File: config.mk
export PLATFORM = sky130hd
export DESIGN_NAME = alpe_sqrt
export DESIGN_NICKNAME = d
export VERILOG_FILES = /design/src/sv/alpe_sqrt.sv
export SDC_FILE = /design/constraint.sdc
export NUM_CORES = 1
export LEC_CHECK = 0
export BUFFER_PORTS_ARGS = -buffer_cell sky130_fd_sc_hd__buf_2
export CAP_MARGIN = 10
export CORE_ASPECT_RATIO = 1.75
export CORE_MARGIN = 2
export CORE_UTILIZATION = 63
export DETAILED_ROUTE_END_ITERATION = 12
export PLACE_DENSITY = 0.85
export SLEW_MARGIN = 20
export SYNTH_ARGS = -nofsm -noshare
export SYNTH_HDL_FRONTEND = slang
export SYNTH_SLANG_ARGS = --single-unit
File: constraint.sdc
create_clock -name clk -period 5.2 [get_ports clk]
set_input_delay 0.78 -clock clk [delete_from_list [all_inputs] [get_ports clk]]
set_output_delay 0.78 -clock clk [all_outputs]
set_load 0.005 [all_outputs]
File: src/sv/alpe_sqrt.sv
// alpe_sqrt: bit-serial integer square root, one result bit per cycle
// depends on no package items; NPAIR pairs of input plus FRAC fraction bits
`default_nettype none
module alpe_sqrt #(
  parameter int unsigned NPAIR = 21,
  parameter int unsigned FRAC  = 8
) (
  input  wire logic                     clk,
  input  wire logic                     rst_n,
  input  wire logic                     start,
  input  wire logic [2*NPAIR-1:0]       radicand,
  output logic                          done,
  output logic [NPAIR+FRAC-1:0]         root
);

  localparam int unsigned K  = NPAIR + FRAC;
  localparam int unsigned KW = $clog2(K + 1);

  logic [2*NPAIR-1:0] sh_r;
  logic [K+1:0]       rem_r;
  logic [K-1:0]       root_r;
  logic [KW-1:0]      cnt_r;
  logic               busy_r;
  logic               done_r;

  logic [K+1:0] rem_sh;
  logic [K+1:0] trial;

  always_comb begin
    rem_sh = {rem_r[K-1:0], sh_r[2*NPAIR-1 -: 2]};
    trial  = {root_r, 2'b01};
  end

  always_ff @(posedge clk) begin
    if (!rst_n) begin
      busy_r <= 1'b0;
      done_r <= 1'b0;
      cnt_r  <= '0;
    end else begin
      done_r <= 1'b0;
      if (start) begin
        busy_r <= 1'b1;
        cnt_r  <= '0;
        sh_r   <= radicand;
        rem_r  <= '0;
        root_r <= '0;
      end else if (busy_r) begin
        // zeros shift in below the radicand for the fraction bits
        sh_r <= {sh_r[2*NPAIR-3:0], 2'b00};
        if (rem_sh >= trial) begin
          rem_r  <= rem_sh - trial;
          root_r <= {root_r[K-2:0], 1'b1};
        end else begin
          rem_r  <= rem_sh;
          root_r <= {root_r[K-2:0], 1'b0};
        end
        if (cnt_r == KW'(K - 1)) begin
          busy_r <= 1'b0;
          done_r <= 1'b1;
        end
        cnt_r <= cnt_r + 1'b1;
      end
    end
  end

  assign done = done_r;
  assign root = root_r;

endmodule
`default_nettype wire

### Word level (Yosys, flattened, before mapping)

Index checks and enable logic that the tools add are counted.
Widths: inputs -> output; s select.

* flip-flop bits (word level): 107
* bits of input ports: 45
* output and inout port bits: 30
* logic and storage cells: 26

* add/subtract/negate cells: 2
* magnitude comparators: 1
* equality and inequality tests: 1
* muxes and demuxes: 10
* bitwise gates (word level): 2
* reduce and logical (&&, ||, !) cells: 4

Operator list (number)
* $mux 29: 3
* $mux 42: 2
* $ge 31x31->1: 1
* $sub 29x29->29: 1
* $add 5x1->5 const B: 1
* $eq 5x5->1 const B: 1
* $mux 1: 5
* $reduce_or 3->1: 1
* $not 1->1: 2
* $reduce_and 2->1: 1
* $reduce_bool 2->1: 1
* $reduce_or 2->1: 1

### Depth between registers and ports, before layout

* depth after elaboration: 4
* depth in mapped cells: 12
* mapped depth without buffers: 9

### Worst setup path before layout

No wires, ideal clock.

* kind: in2reg
* start: in start
* end: reg rem_r[0] (enable)
* setup time: 468 ps
* arrival: 3340 ps
* data required time: 4732 ps
* path slack: 1392 ps
* stages on the path: 2
* buffers on the path: 1
* path through: clkbuf_1 -> o21a_1

* cells in the longest elaborated chain, start to end: 2

Ends and longest elaborated chain
* from (decl): RTL line 10 `input wire logic start,`
* $reduce_bool 2->1 (no source line)
* $reduce_and 2->1 (no source line)
* to (signal assigned): RTL line 51 `rem_r <= rem_sh - trial;`
* to (signal assigned): RTL line 54 `rem_r <= rem_sh;`
* to (decl): RTL line 20 `logic [K+1:0] rem_r;`

Every way passes these cells.
A chain may end at the register's enable or synchronous reset.

### Worst setup path after layout

* start: reg rem_r[12]
* end: reg rem_r[14] (data pin)

* cells in the longest elaborated chain, start to end: 3
* elaborated cells between the ends (all ways): 4
* those cells by class: add/sub: 1; order compare: 1; mux: 2

Ends and longest elaborated chain
* $sub 29x29->29 or $ge 31x31->1 (tied branches): RTL line 51, 50
* $mux 29 *: RTL line 50 `if (rem_sh >= trial) begin`
* $mux 29 *: RTL line 47 `end else if (busy_r) begin`

Every way passes the cells marked *; elsewhere a longest branch is shown, timed or not. The select of a mux whose other input is x is not followed.

==> impl_metrics.json <==
{
  "status": "complete, no violations",
  "h-tree-depth": 3,
  "ctsRootBufferMaster": "clkbuf_16",
  "rsz0062_at_grt": "no",
  "whs_endpoint": "done",
  "worstHoldStart": "cnt_r[2]",
  "vias": 4673,
  "hpwl_um": 9652,
  "internal-power_uw": 1563,
  "async_flop_share_pct": 0,
  "max_cap_violations": 0,
  "numCtsBuffers": 9,
  "diodes": 0,
  "drtIter0Drc": 423,
  "whs_path_depth": 2,
  "hold_viol": 0,
  "first_global_vias": 4873,
  "pwr-share-clk_pct": 29.7,
  "synth.avg_cell_area_um2": 10.80,
  "n_fill_cell": 641,
  "crit_slowest_cell": "nand2_1",
  "die_area_um2": 10610,
  "cts_tree": "yes",
  "die_x_um": 78.73,
  "viasPerCell": 6.141,
  "max_stage_delay_ns": 0.77,
  "fin_nets": 712,
  "gp_congestion": 0.9565,
  "drtAntennaViolNets": 0,
  "synth_edf_count": 100,
  "rows": 47,
  "initial_core_util_pct": 65.03,
  "dp_slack_ns": 1.881,
  "io_pins": 75,
  "drv_slew": 0,
  "layout.cells.non_filler": 761,
  "path_class": "reg2reg",
  "drt_wl_total_um": 13370,
  "drtPass1Iterations": 5,
  "clk_latency_ns": 0.35,
  "p_per_area_nw_per_um2": 323.5,
  "regArea_um2": 3143,
  "synth_area_um2": 6157,
  "multiInputGateArea_um2": 2755,
  "reg2reg_to": "rem_r[14]",
  "swShare_pct": 29.95,
  "antenna_found_initial": 0,
  "grt_max_degree": 99,
  "tightest_slew_ns": 1.091,
  "port_buffers": 74,
  "r2r-start": "rem_r[12]",
  "min_path_type": "reg2reg",
  "cp-end-kind": "flop",
  "clk_path_buf_depth": 2,
  "postCtsSetupBuffers": 0,
  "synthDistinctLibCells": 59,
  "cts_resized": 0,
  "clk_pin_slew_worst_paths_ns": 0.08,
  "yosysSeqAreaShare_pct": 51.05,
  "power.switching_uw": 668.0,
  "ys_seq_elements": 107,
  "setup_slack_ns": 1.813,
  "cp-start-kind": "flop",
  "drt-wirelength-per-cell_um": 17.56,
  "dp_cells": 745,
  "p_leak_uw": 0.002767,
  "relSlewSlack_pct": 27.25,
  "holdWs_ns": 0.4851,
  "setup_tns_ns": 0,
  "die_h_um": 134.8,
  "syn2layout_area_growth_pct": 11.99,
  "synth_top_flop_cell": "edfxtp_1",
  "overflow": 0,
  "timing.final.crit_period_ns": 3.387,
  "cts_sinks": 107,
  "synth_fp_nets": 648,
  "cp.arrival_ns": 3.57,
  "drc": 0,
  "combPwrFrac_pct": 23.3,
  "grt_pass1_wl_um": 22240,
  "grt_usage_pct": 26.70,
  "power_uw": 2231,
  "peakVddDrop_mv": 0.2306,
  "rrSetupSlack_ns": 1.81,
  "cp_cell_sequence": "ha_1 -> nand4_1 -> nor3b_1 -> a32oi_1 -> o221a_2 -> nand2_1 -> o31ai_1 -> a21oi_1",
  "cts_hold_buf": 0,
  "syn_inst": 570,
  "clock_skew_ns": 0.008248,
  "drive_above_1_share_pct": 22.22,
  "max_freq_ghz": 0.2952,
  "period_share_pct": 65.14,
  "setup_violations": 0,
  "worstPathRequired_ns": 5.38,
  "r2r_cells": 8,
  "ys_warn_count": 0,
  "cp_max_fo": 27,
  "design.core.area_um2": 9468,
  "pwr-share-seq_pct": 47.0
}
==> sequential cells by signal, indices dropped and copies added, names as in the netlist <==
signal,count
cnt_r,5
rem_r,29
done,1
busy_r,1
root,29
sh_r,42
==> layer usage <==
layer,part of all wire [%],global-route usage [%],vias up,wire length [um]
met3,4.8,4.144,45,643
li1,-,-,2234,-
met2,54,48.15,186,7255
met5,0,0,-,0
met1,37,29.76,2208,4970
met4,3.7,14.23,0,497
==> worst max path at each step <==
stage	startpoint	cells after the start	endpoint
6_report	rem_r[12]	8	rem_r[14]
5_1_grt	root[10]	9	rem_r[28]
4_1_cts	root[2]	9	rem_r[28]
3_5_place_dp	root[2]	9	rem_r[28]
3_3_place_gp	rem_r[2]	8	rem_r[28]
2_1_floorplan	start	2	rem_r[0]
==> logic make-up (layout without fill, tap and decap cells) <==
family	count (synthesis)	in the layout	synth area share, %
DFF	107	107	51.05
adders and majority gates	33	33	6.706
muxes	41	41	7.478
AOI/OAI and AO/OA	137	137	15.38
and+or+nand+nor	170	170	12.78
xor gates and xnor gates	16	16	2.276
buffers and inverters	66	135	4.328
==> critical path: cells and delay by family, from the launching register on <==
family                     cells  cell delay [ns]
AOI/OAI and AO/OA              4             0.92
adders and majority gates      1             0.51
DFF                            1             0.39
and+or+nand+nor                3             1.39
==> power by group through the flow <==
| stage | Combinational [uW] | Sequential, uW | Clock [uW] |
|---|---|---|---|
| 3_3_place_gp | 493 | 1060 | 0 |
| 2_1_floorplan | 385 | 1060 | 0 |
| 3_5_place_dp | 507 | 1070 | 0 |
| 6_report | 519 | 1050 | 663 |
| 5_1_grt | 576 | 1050 | 690 |
| 4_1_cts | 512 | 1050 | 665 |
==> stage by stage <==
stage,area (um2),utilization (%)
2_1_floorplan,6157,-
3_3_place_gp,6604,69.75
3_5_place_dp,6604,69.75
4_1_cts,6895,72.83
5_1_grt,6895,72.83
6_report,6895,72.83
==> placed cells by master (no fill, tap or decap), types with 3 or more instances in the layout <==
cell,n
clkinv_4,4
o2111ai_1,3
a211oi_1,9
and3_1,4
nand2_1,47
dfxtp_1,7
nor3b_1,3
clkbuf_16,9
o21bai_1,3
xor2_1,5
o21ai_0,16
buf_2,73
or3_1,5
a21o_1,14
ha_1,33
nor2_1,55
buf_4,4
a21oi_1,44
inv_1,42
nand4_1,10
edfxtp_1,100
a211o_1,3
o21a_1,12
nand3_1,23
xnor2_1,11
a31oi_1,6
nor3_1,7
mux2_2,40
and2_1,7
==> synthesized netlist by cell type (8+ instances only) <==
library cell,number,area [um2]
a211oi_1,9,67.56
nand2_1,47,176.4
ha_1,33,412.9
a21o_1,14,105.1
o21ai_0,16,80.08
clkbuf_1,8,30.03
xnor2_1,11,96.34
inv_1,42,157.7
a21oi_1,44,220.2
nand4_1,10,62.56
mux2_2,40,450.4
o21a_1,13,97.59
edfxtp_1,100,3003
buf_2,8,40.04
nor2_1,55,206.5
nand3_1,23,115.1
==> final cells by class <==
class	count	share of cell area, %
multi-input combinational	397	39.96
sequential	107	45.58
inverter	42	2.286
tap	122	2.214
clock inverter	6	0.9073
timing repair buffer	77	5.734
clock buffer	10	3.321
(Power assumes the default switching activity.)
