$ cat config.mk
export PLATFORM = sky130hd
export DESIGN_NAME = alpe_mdiv
export DESIGN_NICKNAME = d
export VERILOG_FILES = /design/src/sv/alpe_pkg.sv /design/src/sv/alpe_mdiv.sv
export SDC_FILE = /design/constraint.sdc
export NUM_CORES = 1
export LEC_CHECK = 0
export BUFFER_PORTS_ARGS = -buffer_cell sky130_fd_sc_hd__buf_2
export CAP_MARGIN = 10
export CORE_MARGIN = 2
export CORE_UTILIZATION = 35
export CTS_CLUSTER_DIAMETER = 60
export CTS_CLUSTER_SIZE = 40
export DETAILED_ROUTE_END_ITERATION = 16
export PLACE_DENSITY = 0.54
export SLEW_MARGIN = 20
export SYNTH_ARGS = -nofsm -noshare
export SYNTH_HDL_FRONTEND = slang
export SYNTH_SLANG_ARGS = --single-unit
$ cat constraint.sdc
create_clock -name clk -period 7.46 [get_ports clk]
set_input_delay 0.746 -clock clk [delete_from_list [all_inputs] [get_ports clk]]
set_output_delay 0.746 -clock clk [all_outputs]
set_load 0.02 [all_outputs]
$ cat src/sv/alpe_pkg.sv
// alpe_pkg: shared constants and operation codes of the polyline evaluator
// no dependencies; used by alpe_mdiv, the top module and the bench
`default_nettype none
package alpe_pkg;

  localparam int unsigned LEN_W     = 40;  // arc length width, fixed point
  localparam int unsigned OUT_CW    = 20;  // coordinate port width
  localparam int unsigned CNT_OUT_W = 9;   // point count port width
  localparam int unsigned T_W       = 17;  // curve parameter width, Q1.16
  localparam logic [T_W-1:0] T_ONE  = 17'h10000;

  typedef enum logic [1:0] {
    OP_CLEAR  = 2'd0,
    OP_APPEND = 2'd1,
    OP_EVAL   = 2'd2,
    OP_NONE   = 2'd3
  } op_t;

endpackage
`default_nettype wire

$ cat src/sv/alpe_mdiv.sv
// alpe_mdiv: serial shift-add multiply then restoring divide, floor(a*r/seg)
// needs r <= seg so the quotient fits in AW bits; uses alpe_pkg::LEN_W
`default_nettype none
module alpe_mdiv #(
  parameter int unsigned AW = 20
) (
  input  wire logic                       clk,
  input  wire logic                       rst_n,
  input  wire logic                       start,
  input  wire logic [AW-1:0]              a,
  input  wire logic [alpe_pkg::LEN_W-1:0] r,
  input  wire logic [alpe_pkg::LEN_W-1:0] seg,
  output logic                            done,
  output logic [AW-1:0]                   quot
);

  localparam int unsigned LW = alpe_pkg::LEN_W;
  localparam int unsigned CW = $clog2(AW + 1);

  typedef enum logic [2:0] {
    M_IDLE = 3'b001,
    M_MUL  = 3'b010,
    M_DIV  = 3'b100
  } mstate_t;

  mstate_t          state_r;
  logic [CW-1:0]    cnt_r;
  logic [AW-1:0]    a_r;
  logic [LW-1:0]    r_r;
  logic [LW-1:0]    seg_r;
  logic [AW+LW-1:0] acc_r;
  logic [LW:0]      rem_r;
  logic [AW-1:0]    q_r;
  logic             done_r;

  logic [LW:0] rem_sh;

  assign rem_sh = {rem_r[LW-1:0], q_r[AW-1]};

  always_ff @(posedge clk) begin
    if (!rst_n) begin
      state_r <= M_IDLE;
      cnt_r   <= '0;
      done_r  <= 1'b0;
    end else begin
      done_r <= 1'b0;
      case (state_r)
        M_IDLE: begin
          if (start) begin
            a_r     <= a;
            r_r     <= r;
            seg_r   <= seg;
            acc_r   <= '0;
            cnt_r   <= '0;
            state_r <= M_MUL;
          end
        end
        M_MUL: begin
          acc_r <= (acc_r << 1) + (a_r[AW-1] ? (AW+LW)'(r_r) : '0);
          a_r   <= a_r << 1;
          if (cnt_r == CW'(AW - 1)) begin
            cnt_r   <= '0;
            state_r <= M_DIV;
          end else begin
            cnt_r <= cnt_r + 1'b1;
          end
        end
        M_DIV: begin
          // first step loads the high part, which is below seg
          if (cnt_r == '0 && acc_r != '1) begin
            rem_r <= {1'b0, acc_r[AW +: LW]};
            q_r   <= acc_r[AW-1:0];
            acc_r <= '1;
          end else begin
            if (rem_sh >= {1'b0, seg_r}) begin
              rem_r <= rem_sh - {1'b0, seg_r};
              q_r   <= {q_r[AW-2:0], 1'b1};
            end else begin
              rem_r <= rem_sh;
              q_r   <= {q_r[AW-2:0], 1'b0};
            end
            if (cnt_r == CW'(AW - 1)) begin
              done_r  <= 1'b1;
              state_r <= M_IDLE;
            end
            cnt_r <= cnt_r + 1'b1;
          end
        end
        default: state_r <= M_IDLE;
      endcase
    end
  end

  assign done = done_r;
  assign quot = q_r;

endmodule
`default_nettype wire

# == Word-level counts from Yosys, hierarchy flattened ==
# Index checks and enable logic that the tools add are counted.
# op_classes
n_mux,20
addsub,3
n_reduce_logical,11
n_eq_ne,10
bitwise_logic,2
n_lt_le_gt_ge,1
# ops
operator,count
$pmux 60 s3,1
$mux 40,3
$mux 60,2
$add 60x40->60,1
$ne 60x60->1 const B,1
$ge 41x40->1,1
$mux 20,2
$pmux 20 s2,1
$sub 40x40->40,1
$mux 5,3
$pmux 5 s3,1
$mux 3,4
$ne 2x2->1 const B,5
$pmux 3 s3,1
$reduce_and 3->1,3
$reduce_and 4->1,2
$add 5x1->5 const B,1
$eq 5x5->1 const B,1
$logic_not 5->1,1
$eq 3x1->1 const B,1
$eq 3x2->1 const B,1
$eq 3x3->1 const B,1
$reduce_bool 3->1,1
$reduce_or 3->1,1
other kinds (5),7
# word_totals
output_inout_bits,21
reg_bits,229
word_cells,56

# == Depth between registers and ports, before layout ==
# Gate-level depths: netlist (run 1).
# logic_depth
word_depth,4
ltp_mapped,15

# == Least setup slack after synthesis (run 1) ==
# No wires, ideal clock.
# synth_path
path_kind,input port to flip-flop
startpoint,input port start
endpoint,"register a_r[0], enable pin"
path_stages,3
arrival_ns,7.378
slack_ns,-0.295
setup_ns,0.376
required_time_ns,7.084
path_buffers,0
cell_sequence,nand3b_1 nor3b_1 a21o_1
# synth_between
elab_chain_cells,2
# synth_lines
item,line,rtl
start: declaration,alpe_mdiv.sv:9,"input wire logic start,"
$ne 2x2->1 (no source line),--,
$reduce_and 3->1 (no source line),--,
end signal: assignment,alpe_mdiv.sv:60,a_r <= a_r << 1;
end: declaration,alpe_mdiv.sv:28,logic [AW-1:0] a_r;
# Every way passes these cells.
# A chain may end at the register's enable or synchronous reset.

# == Final worst setup path (run 1) ==
# layout_path
startpoint,register rem_r[1]
endpoint,register rem_r[39] (data pin)
# layout_between
elab_chain_cells,3
word_cells_on_any_way,4
# layout_lines
item,line,rtl
start: declaration,alpe_mdiv.sv:32,logic [LW:0] rem_r;
start signal: assignment,alpe_mdiv.sv:71,"rem_r <= {1'b0, acc_r[AW +: LW]};"
start signal: assignment,alpe_mdiv.sv:76,"rem_r <= rem_sh - {1'b0, seg_r};"
start signal: assignment,alpe_mdiv.sv:79,rem_r <= rem_sh;
$sub 40x40->40 or $ge 41x40->1 (tied branches),"alpe_mdiv.sv:76, alpe_mdiv.sv:75",
$mux 40 (*),alpe_mdiv.sv:75,"if (rem_sh >= {1'b0, seg_r}) begin"
$mux 40 (*),alpe_mdiv.sv:70,if (cnt_r == '0 && acc_r != '1) begin
# Mark *: on every way between the ends. The rest lies on a longest branch, timed or not.

==> results.cfg, run 1 <==
[timing]
tightest_slew_ps = 872.7
hold-worst-slack_ps = 358.8
drv_slew = 0
max_freq_mhz = 252.6
min_period_over_period = 0.5306
min_period_ps = 3958
setup_viol = 0
setup_tns_ps = 0
hold_violations = 0
clock_skew_ps = 24.53
rsz0062_at_grt = false
maxSlewHeadroom = 0.4182

[yosys]
synth_edf_count = 220
synthDistinctLibCells = 70
synth-seq-cells = 229
synth_flop_cell = edfxtp_1
yosysWarningCount = 0
syn_area_mm2 = 0.01373
syn_inst = 1342
synthesis.nets = 1528
async_reset_ff_frac = 0
avgSynthCellArea_um2 = 10.23
yosysSeqAreaShare = 0.4942

[clocking]
cts_tree = yes
ctsHoldBuffers = 0
postCtsSetupRepairBufs = 0
clkTransAtPathRegs_ps = 70
cts_max_level = 1
cts_root_buffer = clkbuf_16
cts_sinks = 229
cts_buffer_depth = 3
cts_made_buffers = 26
cts.repair.resized = 0
clock_latency_ps = 560

[final_layout]
final_nets = 1633
num_antenna_cells = 0
fillers = 3857
area_delta_synth_final_pct = 15.16
drive_above_1_share = 0.1493
layout_common_cells = 220 x edfxtp_1, 134 x a21oi_1, 123 x nand2_1, 123 x buf_2, 101 x nor2_1
fin_area_mm2 = 0.01581
final_common_cell = edfxtp_1
fin_util = 0.4092
fin_cells = 1985

[place]
dp.cells = 1936
dp_hpwl_um = 24500
place_congestion = 0.8950
dpl_cell_area_mm2 = 0.01488
io_buffers = 123

[global_routing]
grt_pass1_vias = 10110
grt_first_pass_wirelength_um = 54980
antenna_found_initial = 0
grt_max_degree = 80
grt_overflow = 0
grt_usage = 0.1660

[floorplan]
coreArea_mm2 = 0.03865
die_w_um = 202.1
fp.dieArea_mm2 = 0.04083
rows = 72
io_pins = 124
die_h_um = 202.1
start_util = 0.3553

[pwr]
p_comb_frac = 0.118
p_switching_uw = 839.4
power.share.switching = 0.2596
ir_drop_mv = 0.1785
power_density_mw_per_mm2 = 204.5
power_frac_clock = 0.420
p_int_mw = 2.394
power_leakage_nw = 6.268
seqPwrFrac = 0.462

[worst_setup_path]
cp_slowest_stage_delay_ps = 530
crit_arrival_ps = 4270
critPathTopFamily = compound AO/OA/AOI/OAI gates
crit_required_ps = 7770
critPathSlowestCell = buf_4
path_cells = ha_1 > o211ai_1 > a21oi_1 > nor4_1 > o31ai_1 > a31oi_1 > o21ai_1 > a31oi_4 > buf_4 > nor2_1 > a221o_1
path_buf_inv = 1
criticalPathCategory = register to register
startpoint_type = register
critPathCaptureType = register
worst-path-max-fanout = 60

[outcome]
status = complete, no violations

[detailed_routing]
dr_wl_met3_um = 1457
firstDrtPassIters = 5
top_layer = met4
routedWlPerCell_um = 17.19
num_vias = 10290
initialDrtViolationCount = 853
met2_length_um = 14960
via_per_inst = 5.185
antenna_left = 0
wirelength_um = 34130
drt-met1-wl_um = 16930
route.detailed.drc = 0

[flow_run]
drv_cap = 0

[min_path]
min_path_type = input pin to register
worst paths after layout:
path | startpoint | end | slack [ps] | cells past startpoint
hold reg to reg | state_r[0] | state_r[2] | 510 | 1
setup / recovery | rem_r[1] | rem_r[39] | 3500 | 11
hold / removal | r[6] | r_r[6] | 360 | 1
setup reg to reg | rem_r[1] | rem_r[39] | 3500 | 11
power by group through the flow:
| stage | Sequential, mW | Clock [mW] | Combinational (mW) |
|---|---|---|---|
| global route | 1.50 | 1.45 | 0.431 |
| detailed placement | 1.52 | 0 | 0.378 |
| finish | 1.49 | 1.36 | 0.382 |
| floorplan | 1.51 | 0 | 0.280 |
| CTS | 1.50 | 1.41 | 0.382 |
| global placement | 1.52 | 0 | 0.379 |
flip-flops by register name (all words and copies together), names as in the netlist:
name,flops
a_r,20
acc_r,60
cnt_r,5
done,1
quot,20
r_r,40
rem_r,40
seg_r,40
state_r,3
stage by stage:
step / setup WS [ps] / total power [mW]
after floorplan: 2469 / 1.791
after global placement: 3321 / 1.903
after detailed placement: 3240 / 1.902
after CTS: 3215 / 3.284
after global routing: 3182 / 3.384
final: 3502 / 3.233
logic make-up after synthesis:
kind of cell,Yosys count,share of synthesized area
AOI/OAI and AO/OA,377,0.1658
xor gates and xnor gates,97,0.06187
adders and majority gates,83,0.07672
buffers and inverters,112,0.03171
DFF,229,0.4942
muxes,25,0.01995
and+or+nand+nor,419,0.1497
layout make-up:
cell class | instances | area, um2 | area share
Multi-Input combinational cell | 1001 | 6551 | 0.4143
Timing Repair Buffer | 132 | 690.7 | 0.04367
Clock buffer | 29 | 661.9 | 0.04185
Sequential cell | 229 | 6787 | 0.4291
Clock inverter | 19 | 261.5 | 0.01654
Inverter | 57 | 214.0 | 0.01353
Tap cell | 518 | 648.1 | 0.04098
synth_stat cells, types with 5 or more instances:
master / number / area [um2]
edfxtp_1: 220 / 6606
a21oi_1: 134 / 670.6
nand2_1: 123 / 461.7
nor2_1: 101 / 379.1
o21ai_0: 95 / 475.5
ha_1: 81 / 1013
inv_1: 56 / 210.2
and2_1: 52 / 325.3
xor2_1: 49 / 429.2
xnor2_1: 48 / 420.4
a21o_1: 47 / 352.8
clkbuf_1: 47 / 176.4
nand3_1: 38 / 190.2
nand4_1: 32 / 200.2
mux2_2: 19 / 214.0
and3_1: 18 / 112.6
a31oi_1: 13 / 81.33
o21ai_1: 12 / 60.06
nor3_1: 11 / 55.05
o21a_1: 10 / 75.07
o21bai_1: 10 / 75.07
dfxtp_1: 9 / 180.2
nand2b_1: 9 / 56.30
a211oi_1: 7 / 52.55
o31ai_1: 7 / 52.55
a221o_1: 6 / 60.06
a221oi_1: 6 / 52.55
buf_2: 6 / 30.03
mux2i_1: 6 / 60.06
o211ai_1: 5 / 37.54
routing by layer:
layer  vias up  GRT usage
met4         0    0.04097
li1       5166          -
met2       244     0.2552
met1      4838     0.2460
met5         -          0
met3        45    0.02306
Note: power is estimated with default switching activity, not from simulation.
==> run 2: changes to the inputs <==
Settings changed: PLACE_DENSITY 0.54 to 0.52.
Clock period 7.46 ns to 3.7 ns, I/O delays scaled along.
==> results.cfg, run 2 (same netlist as run 1, synthesis figures left out) <==
[detailed_routing]
num_vias = 10630
dr_wl_met3_um = 1316
drt-met1-wl_um = 17180
route.detailed.drc = 0
via_per_inst = 5.099
routedWlPerCell_um = 16.70
initialDrtViolationCount = 721
antenna_left = 0
met2_length_um = 15450
top_layer = met4
firstDrtPassIters = 5
wirelength_um = 34810

[clocking]
cts_sinks = 229
cts_root_buffer = clkbuf_16
cts_made_buffers = 25
clkTransAtPathRegs_ps = 70
cts_buffer_depth = 3
clock_latency_ps = 570
cts_tree = yes
cts_max_level = 1

[worst_setup_path]
critPathTopFamily = compound AO/OA/AOI/OAI gates
worst-path-max-fanout = 8
ff2ff_path_depth = 13
r2r_start = a_r[19]
startpoint = a_r[19]
r2r_end = acc_r[42]
path_buf_inv = 1
critPathCaptureType = register
path_cells = and2_1 > ha_1 > buf_4 > o211ai_1 > o21bai_2 > a211oi_1 > o31ai_2 > a41o_1 > a21o_1 > a31o_2 > nand3_1 > xor2_1 > o21ai_0
startpoint_type = register
r2r_slack_ps = 210
cp_slowest_stage_delay_ps = 500
critPathSlowestCell = edfxtp_1
crit_required_ps = 3960
criticalPathCategory = register to register
crit_arrival_ps = 3750

[timing]
hold_violations = 0
setup_tns_ps = 0
tightest_slew_ps = 845.3
setup_viol = 0
max_freq_mhz = 286.6
min_period_ps = 3489
rsz0062_at_grt = false
min_period_over_period = 0.9430
clock_skew_ps = 28.45
drv_slew = 0
maxSlewHeadroom = 0.4365
hold-worst-slack_ps = 64.00

[floorplan]
fp.dieArea_mm2 = 0.04083
start_util = 0.3553
io_pins = 124
coreArea_mm2 = 0.03865
die_w_um = 202.1
die_h_um = 202.1
rows = 72

[place]
dp_hpwl_um = 25090
io_buffers = 123
place_congestion = 0.9123

[global_routing]
grt_max_degree = 81
grt_usage = 0.1681
grt_overflow = 0
grt_first_pass_wirelength_um = 55240
antenna_found_initial = 0
grt_pass1_vias = 10370

[flow_run]
drv_cap = 0

[min_path]
min_path_type = input pin to register
worstHoldStart = rst_n
worstHoldEndpoint = state_r[0]
hold_depth = 2

[final_layout]
layout_common_cells = 220 x edfxtp_1, 133 x a21oi_1, 123 x nand2_1, 123 x buf_2, 101 x nor2_1
area_delta_synth_final_pct = 22.97
final_common_cell = edfxtp_1
num_antenna_cells = 0
final_nets = 1734
largest_register_ff_count = 60
drive_above_1_share = 0.1576
top_register = acc_r

[pwr]
power_density_mw_per_mm2 = 392.1
power.share.switching = 0.2634
ir_drop_mv = 0.2873
seqPwrFrac = 0.455
power_frac_clock = 0.413
p_int_mw = 4.877
p_switching_mw = 1.744
p_comb_frac = 0.132
power_leakage_nw = 6.734

[outcome]
status = complete, no violations
## run 2: what timing repair did
action | CTS | global route
resized for setup | 0 | 17
buffers inserted | 0 | 3
hold buffers | 80 | 0
hold endpoints to repair | 80 | 0
endpoints found under the setup margin | 0 | 22
## run 2: power by group through the flow
stage / Sequential [mW] / Clock, mW / Combinational (mW)
5_1_grt: 3.02 / 2.91 / 0.983
3_3_place_gp: 3.07 / 0 / 0.797
3_5_place_dp: 3.07 / 0 / 0.795
6_report: 3.01 / 2.74 / 0.875
4_1_cts: 3.01 / 2.83 / 0.868
2_1_floorplan: 3.04 / 0 / 0.565
## run 2: how the worst max path moves through the flow
stage | end | slack, ps | cells after the start
after floorplan | a_r[0] | 100 | 3
after global placement | acc_r[45] | 90 | 14
after detailed placement | acc_r[53] | 30 | 14
after CTS | acc_r[53] | 20 | 14
after global routing | acc_r[32] | 5 | 13
final | acc_r[42] | 210 | 13
## run 2: routing by layer
layer	GRT usage	up-vias
li1	-	5370
met1	0.2443	4990
met5	0	-
met3	0.02241	45
met2	0.2641	227
met4	0.04359	0
## run 2: per-stage QoR
stage	cells	worst slack (ps)	area [um2]	util	power, mW
after CTS	2082	24.45	16780	0.4343	6.706
after global routing	2085	4.754	16890	0.4369	6.913
after floorplan	1342	95.98	13740	-	3.610
after global placement	1956	91.70	15070	0.3900	3.863
final	2085	210.7	16890	0.4369	6.621
after detailed placement	1956	28.85	15070	0.3900	3.863
## run 2: final cells by class
type | instances | area, um2
Sequential cell | 229 | 6787
Inverter | 57 | 214.0
Multi-Input combinational cell | 1001 | 6623
Clock inverter | 19 | 279.0
Tap cell | 518 | 648.1
Timing Repair Buffer | 234 | 1703
Clock buffer | 27 | 633.1
Fill cell | 3763 | 21760
## run 2: worst reg2reg max path: stages (launching register included)
cell,delay [ps]
edfxtp_1,500
and2_1,190
ha_1,290
buf_4,150
o211ai_1,180
o21bai_2,100
a211oi_1,410
o31ai_2,150
a41o_1,300
a21o_1,210
a31o_2,340
nand3_1,130
xor2_1,140
o21ai_0,100
